==> config.mk <==
export PLATFORM = sky130hd
export DESIGN_NAME = http_chunked_body_decoder
export DESIGN_NICKNAME = d
export VERILOG_FILES = /design/src/rtl/core/hcbd_pkg.sv /design/src/rtl/core/hcbd_regs.sv /design/src/rtl/core/hcbd_core.sv /design/src/rtl/core/hcbd_queue.sv /design/src/rtl/core/http_chunked_body_decoder.sv
export SDC_FILE = /design/constraint.sdc
export NUM_CORES = 1
export LEC_CHECK = 0
export ABC_CLOCK_PERIOD_IN_PS = 8900
export BUFFER_PORTS_ARGS = -buffer_cell sky130_fd_sc_hd__buf_2
export CAP_MARGIN = 30
export CORE_MARGIN = 2
export CORE_UTILIZATION = 54
export CTS_CLUSTER_SIZE = 14
export DETAILED_ROUTE_END_ITERATION = 16
export PLACE_DENSITY = 0.73
export SLEW_MARGIN = 15
export SYNTH_ARGS = -nofsm -noshare
export SYNTH_HDL_FRONTEND = slang
export SYNTH_SLANG_ARGS = --single-unit
==> constraint.sdc <==
create_clock -name clk -period 8.9 [get_ports clk]
set_clock_uncertainty 0.2 [all_clocks]
set_input_delay 1.335 -clock clk [delete_from_list [all_inputs] [get_ports clk]]
set_output_delay 1.335 -clock clk [all_outputs]
set_load 0.02 [all_outputs]
==> src/rtl/core/hcbd_pkg.sv <==
// Shared types and constants for the HTTP chunked body decoder.
`default_nettype none

package hcbd_pkg;

	// Framing characters.
	localparam logic [7:0] CH_CR = 8'h0D;
	localparam logic [7:0] CH_LF = 8'h0A;

	// Result kinds.
	localparam logic KIND_DATA = 1'b0;
	localparam logic KIND_END  = 1'b1;

	// Register map: bit 2 of the byte address selects the register slot.
	localparam logic REG_PASSTHROUGH = 1'b0;
	localparam int   PADDR_W         = 3;

	// Result queue geometry.
	localparam int QUEUE_DEPTH = 4;
	localparam int QPTR_W      = $clog2(QUEUE_DEPTH);
	localparam int QCNT_W      = $clog2(QUEUE_DEPTH + 1);

	// Decoder phases.
	typedef enum logic [2:0] {
		PH_SIZE   = 3'd0,
		PH_HDR_CR = 3'd1,
		PH_HDR_LF = 3'd2,
		PH_DATA   = 3'd3,
		PH_TRL_CR = 3'd4,
		PH_TRL_LF = 3'd5
	} phase_t;

	// One input beat.
	typedef struct packed {
		logic [7:0] in_byte;
		logic       is_final;
	} in_t;

	// One result beat.
	typedef struct packed {
		logic        kind;
		logic [7:0]  out_byte;
		logic [31:0] decoded_length;
	} out_t;

	// Results produced by one decoded byte, handed to the result queue.
	typedef struct packed {
		logic [1:0] num;
		out_t       res0;
		out_t       res1;
	} push_t;

	// Queue fill level reported back to the top level.
	typedef struct packed {
		logic [QCNT_W-1:0] count;
	} qstat_t;

endpackage

`default_nettype wire

==> src/rtl/core/hcbd_regs.sv <==
// Configuration register file with an APB-style access port.
`default_nettype none

module hcbd_regs (
	input  wire logic                        clk,
	input  wire logic                        arst_n,
	input  wire logic                        psel,
	input  wire logic                        penable,
	input  wire logic                        pwrite,
	input  wire logic [hcbd_pkg::PADDR_W-1:0] paddr,
	input  wire logic [31:0]                 pwdata,
	output logic      [31:0]                 prdata,
	output logic                             pready,
	output logic                             passthrough
);

	logic passthrough_q;
	logic wr_en;

	// A write lands in the access phase.
	assign pready = 1'b1;
	assign wr_en  = psel && penable && pwrite && pready;

	always_ff @(posedge clk or negedge arst_n) begin
		if (!arst_n) begin
			passthrough_q <= 1'b0;
		end else if (wr_en && (paddr[2] == hcbd_pkg::REG_PASSTHROUGH)) begin
			passthrough_q <= pwdata[0];
		end
	end

	// Read back the selected register.
	always_comb begin
		prdata = 32'd0;
		if (paddr[2] == hcbd_pkg::REG_PASSTHROUGH) begin
			prdata = {31'd0, passthrough_q};
		end
	end

	assign passthrough = passthrough_q;

endmodule

`default_nettype wire

==> src/rtl/core/hcbd_core.sv <==
// Chunk framing state machine: turns one body byte into up to two results.
`default_nettype none

module hcbd_core (
	input  wire logic           clk,
	input  wire logic           arst_n,
	input  wire logic           passthrough,
	input  wire logic           adv,
	input  wire hcbd_pkg::in_t  item,
	output hcbd_pkg::push_t     push
);

	hcbd_pkg::phase_t phase_q, phase_d, ph, work_ph;
	logic [31:0] size_q, size_d;
	logic [31:0] left_q, left_d, left_use, left_dec;
	logic [31:0] count_q, count_d;
	logic        fin_q, fin_d;
	logic        drop, emit, term, end_res;
	logic [7:0]  b;
	logic        is_hex;
	logic [3:0]  hex_val;
	hcbd_pkg::out_t data_res, end_res_v;

	assign b = item.in_byte;

	// Hex digit decode in either letter case.
	always_comb begin
		is_hex  = 1'b1;
		hex_val = 4'd0;
		if (b >= 8'h30 && b <= 8'h39) begin
			hex_val = 4'(b - 8'h30);
		end else if (b >= 8'h61 && b <= 8'h66) begin
			hex_val = 4'(b - 8'h61 + 8'd10);
		end else if (b >= 8'h41 && b <= 8'h46) begin
			hex_val = 4'(b - 8'h41 + 8'd10);
		end else begin
			is_hex = 1'b0;
		end
	end

	// Next state and results for the byte in the input register.
	always_comb begin
		phase_d  = phase_q;
		size_d   = size_q;
		left_d   = left_q;
		count_d  = count_q;
		fin_d    = fin_q;
		drop     = 1'b0;
		emit     = 1'b0;
		term     = 1'b0;
		left_use = left_q;
		left_dec = 32'd0;
		ph       = phase_q;
		work_ph  = phase_q;

		unique case (phase_q)
			hcbd_pkg::PH_SIZE, hcbd_pkg::PH_HDR_CR, hcbd_pkg::PH_HDR_LF,
			hcbd_pkg::PH_DATA, hcbd_pkg::PH_TRL_CR, hcbd_pkg::PH_TRL_LF: ph = phase_q;
			default: ph = hcbd_pkg::PH_SIZE;
		endcase
		work_ph = ph;

		if (!fin_q) begin
			if (passthrough) begin
				emit = 1'b1;
			end else begin
				// Optional CR and LF slots.
				unique case (ph)
					hcbd_pkg::PH_HDR_CR: begin
						if (b == hcbd_pkg::CH_CR) begin
							phase_d = hcbd_pkg::PH_HDR_LF;
							drop    = 1'b1;
						end else begin
							left_use = size_q;
							left_d   = size_q;
							phase_d  = hcbd_pkg::PH_DATA;
							if (b == hcbd_pkg::CH_LF) drop = 1'b1;
							else work_ph = hcbd_pkg::PH_DATA;
						end
					end
					hcbd_pkg::PH_HDR_LF: begin
						left_use = size_q;
						left_d   = size_q;
						phase_d  = hcbd_pkg::PH_DATA;
						if (b == hcbd_pkg::CH_LF) drop = 1'b1;
						else work_ph = hcbd_pkg::PH_DATA;
					end
					hcbd_pkg::PH_TRL_CR: begin
						if (b == hcbd_pkg::CH_CR) begin
							phase_d = hcbd_pkg::PH_TRL_LF;
							drop    = 1'b1;
						end else begin
							phase_d = hcbd_pkg::PH_SIZE;
							if (b == hcbd_pkg::CH_LF) drop = 1'b1;
							else work_ph = hcbd_pkg::PH_SIZE;
						end
					end
					hcbd_pkg::PH_TRL_LF: begin
						phase_d = hcbd_pkg::PH_SIZE;
						if (b == hcbd_pkg::CH_LF) drop = 1'b1;
						else work_ph = hcbd_pkg::PH_SIZE;
					end
					default: begin
						work_ph = ph;
					end
				endcase

				if (!drop) begin
					if (work_ph == hcbd_pkg::PH_DATA) begin
						// Data byte: count down the chunk.
						emit     = 1'b1;
						left_dec = (left_use != 32'd0) ? left_use - 32'd1 : 32'd0;
						left_d   = left_dec;
						if (left_dec == 32'd0) begin
							size_d  = 32'd0;
							phase_d = hcbd_pkg::PH_TRL_CR;
						end else begin
							phase_d = hcbd_pkg::PH_DATA;
						end
					end else begin
						// Size field: collect digits, a non-digit closes it.
						phase_d = hcbd_pkg::PH_SIZE;
						if (is_hex) begin
							size_d = {size_q[27:0], hex_val};
						end else if (size_q == 32'd0) begin
							term = 1'b1;
						end else if (b == hcbd_pkg::CH_CR) begin
							phase_d = hcbd_pkg::PH_HDR_LF;
						end else begin
							phase_d = hcbd_pkg::PH_HDR_CR;
						end
					end
				end
			end

			if (emit && count_q != 32'hFFFF_FFFF) begin
				count_d = count_q + 32'd1;
			end
			if (term) begin
				fin_d = 1'b1;
			end
		end

		end_res = !fin_q && (term || (item.is_final && !fin_d));
	end

	// Assemble the result beats.
	always_comb begin
		data_res.kind           = hcbd_pkg::KIND_DATA;
		data_res.out_byte       = b;
		data_res.decoded_length = count_d;
		end_res_v.kind           = hcbd_pkg::KIND_END;
		end_res_v.out_byte       = 8'd0;
		end_res_v.decoded_length = count_d;

		push.num  = 2'd0;
		push.res0 = data_res;
		push.res1 = end_res_v;
		if (adv) begin
			if (emit && end_res) begin
				push.num = 2'd2;
			end else if (emit) begin
				push.num = 2'd1;
			end else if (end_res) begin
				push.num  = 2'd1;
				push.res0 = end_res_v;
			end
		end
	end

	// Body state; a final byte returns everything to its reset value.
	always_ff @(posedge clk or negedge arst_n) begin
		if (!arst_n) begin
			phase_q <= hcbd_pkg::PH_SIZE;
			size_q  <= 32'd0;
			left_q  <= 32'd0;
			count_q <= 32'd0;
			fin_q   <= 1'b0;
		end else if (adv) begin
			if (item.is_final) begin
				phase_q <= hcbd_pkg::PH_SIZE;
				size_q  <= 32'd0;
				left_q  <= 32'd0;
				count_q <= 32'd0;
				fin_q   <= 1'b0;
			end else begin
				phase_q <= phase_d;
				size_q  <= size_d;
				left_q  <= left_d;
				count_q <= count_d;
				fin_q   <= fin_d;
			end
		end
	end

endmodule

`default_nettype wire

==> src/rtl/core/hcbd_queue.sv <==
// Result queue: per cycle up to two in, one out unless stalled.
`default_nettype none

module hcbd_queue (
	input  wire logic            clk,
	input  wire logic            arst_n,
	input  wire hcbd_pkg::push_t push,
	input  wire logic            pop_stall,
	output logic                 out_valid,
	output hcbd_pkg::out_t       out_data,
	output hcbd_pkg::qstat_t     stat
);

	hcbd_pkg::out_t mem [hcbd_pkg::QUEUE_DEPTH];
	logic [hcbd_pkg::QPTR_W-1:0] wr_q, rd_q, wr_next;
	logic [hcbd_pkg::QCNT_W-1:0] count_q;
	logic                         pop;

	assign out_valid  = (count_q != '0);
	assign pop        = out_valid && !pop_stall;
	assign wr_next    = wr_q + hcbd_pkg::QPTR_W'(1);
	assign out_data   = mem[rd_q];
	assign stat.count = count_q;

	// Storage for queued beats.
	always_ff @(posedge clk) begin
		if (push.num != 2'd0) begin
			mem[wr_q] <= push.res0;
		end
		if (push.num == 2'd2) begin
			mem[wr_next] <= push.res1;
		end
	end

	// Pointers and fill level.
	always_ff @(posedge clk or negedge arst_n) begin
		if (!arst_n) begin
			wr_q    <= '0;
			rd_q    <= '0;
			count_q <= '0;
		end else begin
			wr_q    <= wr_q + hcbd_pkg::QPTR_W'(push.num);
			if (pop) begin
				rd_q <= rd_q + hcbd_pkg::QPTR_W'(1);
			end
			count_q <= count_q + hcbd_pkg::QCNT_W'(push.num)
				- hcbd_pkg::QCNT_W'(pop);
		end
	end

endmodule

`default_nettype wire

==> src/rtl/core/http_chunked_body_decoder.sv <==
// A byte waits in the input register, then its results are written into the result
// queue, whose head drives the output. Throughput: one byte per cycle while the
// four-entry queue has at least two free slots; input stalls when it has fewer.
// Reset: arst_n clears the decoder state, passthrough, input register and queue
// at once; no clearing pass is needed.
`default_nettype none

module http_chunked_body_decoder (
	input  wire logic                         clk,
	input  wire logic                         arst_n,
	input  wire logic                         in_valid,
	output logic                              in_stall,
	input  wire hcbd_pkg::in_t                in_data,
	output logic                              out_valid,
	input  wire logic                         out_stall,
	output hcbd_pkg::out_t                    out_data,
	input  wire logic                         psel,
	input  wire logic                         penable,
	input  wire logic                         pwrite,
	input  wire logic [hcbd_pkg::PADDR_W-1:0] paddr,
	input  wire logic [31:0]                  pwdata,
	output logic      [31:0]                  prdata,
	output logic                              pready
);

	logic             passthrough;
	logic             valid_s1;
	hcbd_pkg::in_t    item_s1;
	logic             adv;
	logic             load;
	hcbd_pkg::push_t  push;
	hcbd_pkg::qstat_t qstat;

	hcbd_regs u_regs (
		.clk         (clk),
		.arst_n      (arst_n),
		.psel        (psel),
		.penable     (penable),
		.pwrite      (pwrite),
		.paddr       (paddr),
		.pwdata      (pwdata),
		.prdata      (prdata),
		.pready      (pready),
		.passthrough (passthrough)
	);

	// The held byte moves on when the queue has room for two beats.
	assign adv      = valid_s1 &&
		(qstat.count <= hcbd_pkg::QCNT_W'(hcbd_pkg::QUEUE_DEPTH - 2));
	assign in_stall = valid_s1 && !adv;
	assign load     = in_valid && !in_stall;

	// Input register.
	always_ff @(posedge clk or negedge arst_n) begin
		if (!arst_n) begin
			valid_s1 <= 1'b0;
		end else if (load) begin
			valid_s1 <= 1'b1;
		end else if (adv) begin
			valid_s1 <= 1'b0;
		end
	end

	always_ff @(posedge clk) begin
		if (load) begin
			item_s1 <= in_data;
		end
	end

	hcbd_core u_core (
		.clk         (clk),
		.arst_n      (arst_n),
		.passthrough (passthrough),
		.adv         (adv),
		.item        (item_s1),
		.push        (push)
	);

	hcbd_queue u_queue (
		.clk       (clk),
		.arst_n    (arst_n),
		.push      (push),
		.pop_stall (out_stall),
		.out_valid (out_valid),
		.out_data  (out_data),
		.stat      (qstat)
	);

`ifndef SYNTHESIS
	// The queue never holds more beats than it has slots.
	assert property (@(posedge clk) disable iff (!arst_n)
		qstat.count <= hcbd_pkg::QCNT_W'(hcbd_pkg::QUEUE_DEPTH))
		else $error("result queue overflow");

	// Input is held back only while a byte waits in the input register.
	assert property (@(posedge clk) disable iff (!arst_n)
		in_stall |-> valid_s1)
		else $error("input stalled with empty input register");

	// Results are produced only for a byte that moves on.
	assert property (@(posedge clk) disable iff (!arst_n)
		(push.num != 2'd0) |-> adv)
		else $error("results pushed without a decoded byte");

	// With no push and no delivery the fill level holds.
	assert property (@(posedge clk) disable iff (!arst_n)
		(push.num == 2'd0 && !(out_valid && !out_stall)) |=> $stable(qstat.count))
		else $error("queue level changed without traffic");
`endif

endmodule

`default_nettype wire

After elaboration in Yosys (flattened, before gate mapping) --
Memory sizes are Yosys's and may differ from the RTL's. Index checks and enable logic that the tools add are counted.
Word-level totals: bits in registers 118, RAM bits 164, output and inout port bits 76, memories 1
Cells by class: add/subtract/negate cells 12, $lt $le $gt $ge 7, equal/unequal tests 19, muxes and demuxes 79, bitwise logic cells 1, reductions and logical operators 34
Memory list:
- u_queue.mem | words 4, bits a word 41, read ports 1, clocked after Yosys merged registers in 0, wr ports 2, line hcbd_queue.sv:14 | hcbd_pkg::out_t mem [hcbd_pkg::QUEUE_DEPTH];
Operators by type and width (count):
- 32-bit 2-to-1 mux | 19
- 41-bit 2-to-1 mux | 2
- 32-bit logical NOT | 2
- 32-bit one-hot mux with 2 select lines | 1
- 3-bit 2-to-1 mux | 16
- 43-bit 2-to-1 mux | 1
- 42-bit 2-to-1 mux | 1
- 32-bit by 1-bit adder with 32-bit output, second input constant | 1
- 32-bit inequality test, second input constant | 1
- 32-bit nonzero test | 1
- 32-bit by 1-bit subtractor with 32-bit output, second input constant | 1
- 1-bit 2-to-1 mux | 30
- 3-bit one-hot mux with 4 select lines | 2
- 8-bit by 4-bit equality test with 1-bit output, second input constant | 2
- 8-bit by 7-bit greater-or-equal comparator with 1-bit output, second input constant | 2
- 8-bit by 7-bit less-or-equal comparator with 1-bit output, second input constant | 2
- 1-bit logical AND | 14
- 3-bit by 2-bit equality test with 1-bit output, second input constant | 4
- 3-bit equality test, second input constant | 4
- 4-bit 2-to-1 mux | 3
- 4-bit by 1-bit subtractor with 4-bit output, second input constant | 3
- 4-bit adder, second input constant | 2
- 8-bit by 6-bit greater-or-equal comparator with 1-bit output, second input constant | 1
- 8-bit by 6-bit less-or-equal comparator with 1-bit output, second input constant | 1
- other kinds (23) | 36

Longest topological paths before layout --
depth in word-level cells 26, depth in mapped cells 23, gate-level depth less buffers 16

Cells and area by module --
From an unflattened synthesis, not the netlist that was laid out.
Second synthesis, totals: cells, all modules 1539, area, all modules 17281.6 µm²
By module, submodules not included:
- hcbd_core | times used 1, cells each 1045, area an instance 8359.3 µm², seq. area each 2502.4 µm²
- hcbd_queue | times used 1, cells each 440, area an instance 8287.9 µm², seq. area each 5099.9 µm²
- http_chunked_body_decoder | times used 1, cells each 16, area an instance 332.8 µm², seq. area each 295.3 µm²
- hcbd_regs | times used 1, cells each 38, area an instance 301.5 µm², seq. area each 25.0 µm²

Worst setup path before layout --
No wires, ideal clock.
path type flip-flop to flip-flop, start point register item_s1[2] (netlist bit), end point register u_core.size_q[0], arrival time 5677 ps, required time 8550 ps, setup slack 2873 ps, cell stages (with the launch flop) 23, path buffers 6, clock period less this slack 6027 ps, cells stage by stage edfxtp_1 > inv_1 > ha_1 > and3_1 > a21boi_2 > nor2_2 > buf_2 > buf_2 > buf_2 > buf_2 > buf_2 > mux2i_1 > ha_1 > or4b_1 > or4_4 > or4_1 > xnor2_1 > mux2i_1 > nand4_1 > or4_4 > nor2_8 > buf_12 > o311ai_2
Between the ends: longest elaborated chain between the ends 12, elaborated cells between the ends (all ways) 48, those cells by class 1 x add/sub; 6 x order compare; 5 x eq/ne; 29 x mux; 7 x reduce/logical
RTL lines:
- start: declaration | line http_chunked_body_decoder.sv:28 | hcbd_pkg::in_t item_s1;
- start signal: assignment | line http_chunked_body_decoder.sv:66 | item_s1 <= in_data;
- branches (longest 12 deep; another with 32-bit by 1-bit subtractor with 32-bit output)
- end signal: assignment | line hcbd_core.sv:188 | size_q <= size_d;
- end: declaration | line hcbd_core.sv:14 | logic [31:0] size_q, size_d;
Several ways; the timed one is not identified. The select of a mux whose other input is x is not followed. A chain may end at the register's enable or synchronous reset.

Final worst setup path --
start point register item_s1[1] (netlist bit), end point register u_core.size_q[19]
Same word-level chain as after synthesis.

==> flow_summary_export.csv <==
group,metric,value,unit
status,status,"completed",
synthesis,seq_area_frac_synth,46.87,%
die,io_pins,127,
cts,clockRootBuffer,"clkbuf_16",
layout,multi_input_area,0.007835,sq mm
synthesis,synth.distinct_cells,87,
synthesis,synth_flop_cell,"edfxtp_1",
detailed_routing,routed_wl,41190,microns
placement,place_congestion,0.9389,
global_route,grt_use_met2,46.45,%
cts,htree_levels,1,
timing,slew_violations,0,
placement,place_ws,2.583,ns
die,rows,63,
synthesis,yosysWarnings,0,
synthesis,netlist.top_cell.by_area,"edfxtp_1",
global_route,met3_usage,3.265,%
worst_hold_path,worstHoldPathType,"flip-flop to flip-flop",
layout,num_antenna_cells,0,
worst_setup_path,worst_setup_path_start_kind,"flip-flop",
detailed_routing,drt-vias-per-instance,6.206,
timing,finalSetupViolCount,0,
global_route,grt_usage,26.65,%
layout,regArea,0.007565,sq mm
global_route,antenna_found_initial,0,
timing,setup_slack,2.480,ns
detailed_routing,vias,12338,
timing,setup_tns,0,ns
timing,rsz0062_at_grt,"false",
placement,port_buffers,61,
cts,cts_resized,0,
global_route,use_met1,34.06,%
synthesis,synth-async-reset-ratio,38.65,%
die,die_w,176.9,microns
cts,clkTransAtPathRegs,0.06,ns
detailed_routing,ant_nets,0,
job,max-cap-violations,0,
synthesis,synth_edf_count,137,
synthesis,netlist_instances,1586,
cts,cts.sinks,282,
timing,min_period,6.420,ns
synthesis,yosysTopAreaCellShare,25.50,%
timing,tightest_slew,0.9695,ns
worst_setup_path,worstSetupEndpointType,"flip-flop",
global_route,grt_max_degree,68,
detailed_routing,drc,0,
die,dieArea,0.03128,sq mm
synthesis,ys_top_cells_by_area,"edfxtp_1 (25%), dfrtp_1 (17%), mux4_2 (5.7%), nor2_1 (4.8%), dfxtp_1 (4.5%)",
layout,syn_to_final_growth,8.188,%
timing,hold_viol,0,
global_route,top_usage_layer,"met2",
cts,cts_setup_buffers,0,
cts,cts_tree,"done",
power,power_density,363.6,mW/mm^2
layout,num-nets-final,1638,
cts,clock_latency,0.58,ns
layout,fillCellCount,2476,
global_route,grt_pass1_vias,12292,
layout,final_layout_size_suffix_gt1_share,15.77,%
cts,hold_buffers,0,
worst_setup_path,path_class,"flip-flop to flip-flop",
die,dieHeight,176.9,microns
synthesis,syn_area,0.01614,sq mm
die,core_area,0.02956,sq mm
cts,cts_buffers,30,
synthesis,synth_commonest_cells,"nor2_1 (206), nand2_1 (171), edfxtp_1 (137)",
global_route,grt_pass1_wl,66290,microns
detailed_routing,wl_per_cell,20.72,microns
synthesis,ys_seq_elements,282,
timing,fin_crit_sh,72.14,%
synthesis,postSynthAreaPerCell,10.17,sq um
worst_setup_path,worstPathRequired,9.09,ns
synthesis,synth.most_common_cell,"nor2_1",
detailed_routing,dr.pass1.iters,7,
worst_setup_path,critPathMaxFanout,32,
worst_setup_path,arrival,6.61,ns
timing,fmax,0.1558,GHz
global_route,gr-total-overflow,0,
die,start_util,54.59,%
placement,dp_hpwl,26400,microns
detailed_routing,drt_first_iter_violations,976,
power,irDropWorstVdd,0.2081,mV
timing,slew-limit-headroom,34.99,%
cts,cts_max_path_buffers,3,
power,p_leak,0.006532,uW
flip-flops by register name, indices dropped and copies added (netlist names), 3 cells and up:
register	count
u_core.left_q	32
u_queue.mem	164
u_core.size_q	32
u_queue.stat	3
item_s1	9
u_core.phase_q	3
u_core.count_q	32
report_power, final:
| group | leakage [uW] | total (uW) | switching [uW] | internal [uW] |
|---|---|---|---|---|
| clock | 0.000474 | 1210 | 528 | 678 |
| combinational | 0.00307 | 3080 | 1910 | 1170 |
| sequential | 0.00298 | 2060 | 337 | 1720 |
| total | 0.00653 | 6350 | 2770 | 3570 |
worst paths after layout:
check / startpoint / to / slack [ns] / cells past startpoint
setup / recovery: item_s1[1] / u_core.size_q[19] / 2.48 / 15
hold / removal: u_queue.mem[3][37] / u_queue.mem[3][37] / 0.28 / 1
setup reg to reg: item_s1[1] / u_core.size_q[19] / 2.48 / 15
hold reg to reg: u_queue.mem[3][37] / u_queue.mem[3][37] / 0.28 / 1
max in group asynchronous: arst_n / u_core.size_q[28] / 6.67 / 2
min in group asynchronous: arst_n / u_core.size_q[16] / 0.62 / 1
layout make-up:
class                           count  share of cell area [%]
Sequential cell                   282                   43.33
Tap cell                          390                   2.795
Multi-Input combinational cell   1146                   44.88
Inverter                           24                  0.5161
Clock inverter                     16                  0.7741
Timing Repair Buffer               90                   3.010
Clock buffer                       40                   4.688
metrics by stage:
step | instance area, sq um | hold WS (ns) | instances | util [%] | power [uW]
detailed placement | 16470 | 0.2582 | 1929 | 55.73 | 5130
global placement | 16460 | 0.2513 | 1926 | 55.68 | 5034
finish | 17460 | 0.2763 | 1988 | 59.06 | 6347
CTS | 17430 | 0.2760 | 1985 | 58.95 | 6337
global route | 17460 | 0.2879 | 1988 | 59.06 | 6717
floorplan | 16250 | 0.2410 | 1616 | - | 4299
routing by layer:
layer | up-vias | share of wire [%]
met5 | - | 0
li1 | 5722 | -
met1 | 6113 | 40
met3 | 99 | 5.4
met2 | 404 | 51
met4 | 0 | 3.5
worst max-delay path: stages (launching register included):
cell	delay, ns
edfxtp_1	0.55
ha_1	0.32
and3_1	0.25
a21boi_2	0.78
nor2_4	0.14
mux2i_1	0.28
ha_1	0.29
or4b_1	0.62
or4_4	0.48
or3_1	0.33
xnor2_1	0.13
mux2i_1	0.35
o31ai_1	0.15
or4_4	0.56
nor2_8	0.54
o311ai_0	0.22
logic make-up after synthesis:
family	after synthesis	share of synthesized area (%)
simple gates	632	19.01
other cells	2	0.04654
compound gates	311	14.77
xor+xnor	58	3.148
flops	282	46.87
mux	100	9.437
fa+ha+maj	13	1.055
buf+inv	188	5.661
layout by cell type, fill, tap and decap left out, drive strengths merged, types with 13 or more instances in the layout:
master and instances:
dfrtp 109, xor2 24, o21ai 83, dfxtp 36
o311ai 32, buf 89, inv 22, a21oi 37
edfxtp 137, a22o 48, clkinv 16, nor2 208
or3 17, nor3 52, mux2i 52, nor4 22
mux4 41, conb 32, clkbuf 41, nand2 172
or4 13, a31oi 44, and2 38, nand3 35
o22ai 13, xnor2 34, nand4 16
Power figures use the tool's default switching activity.
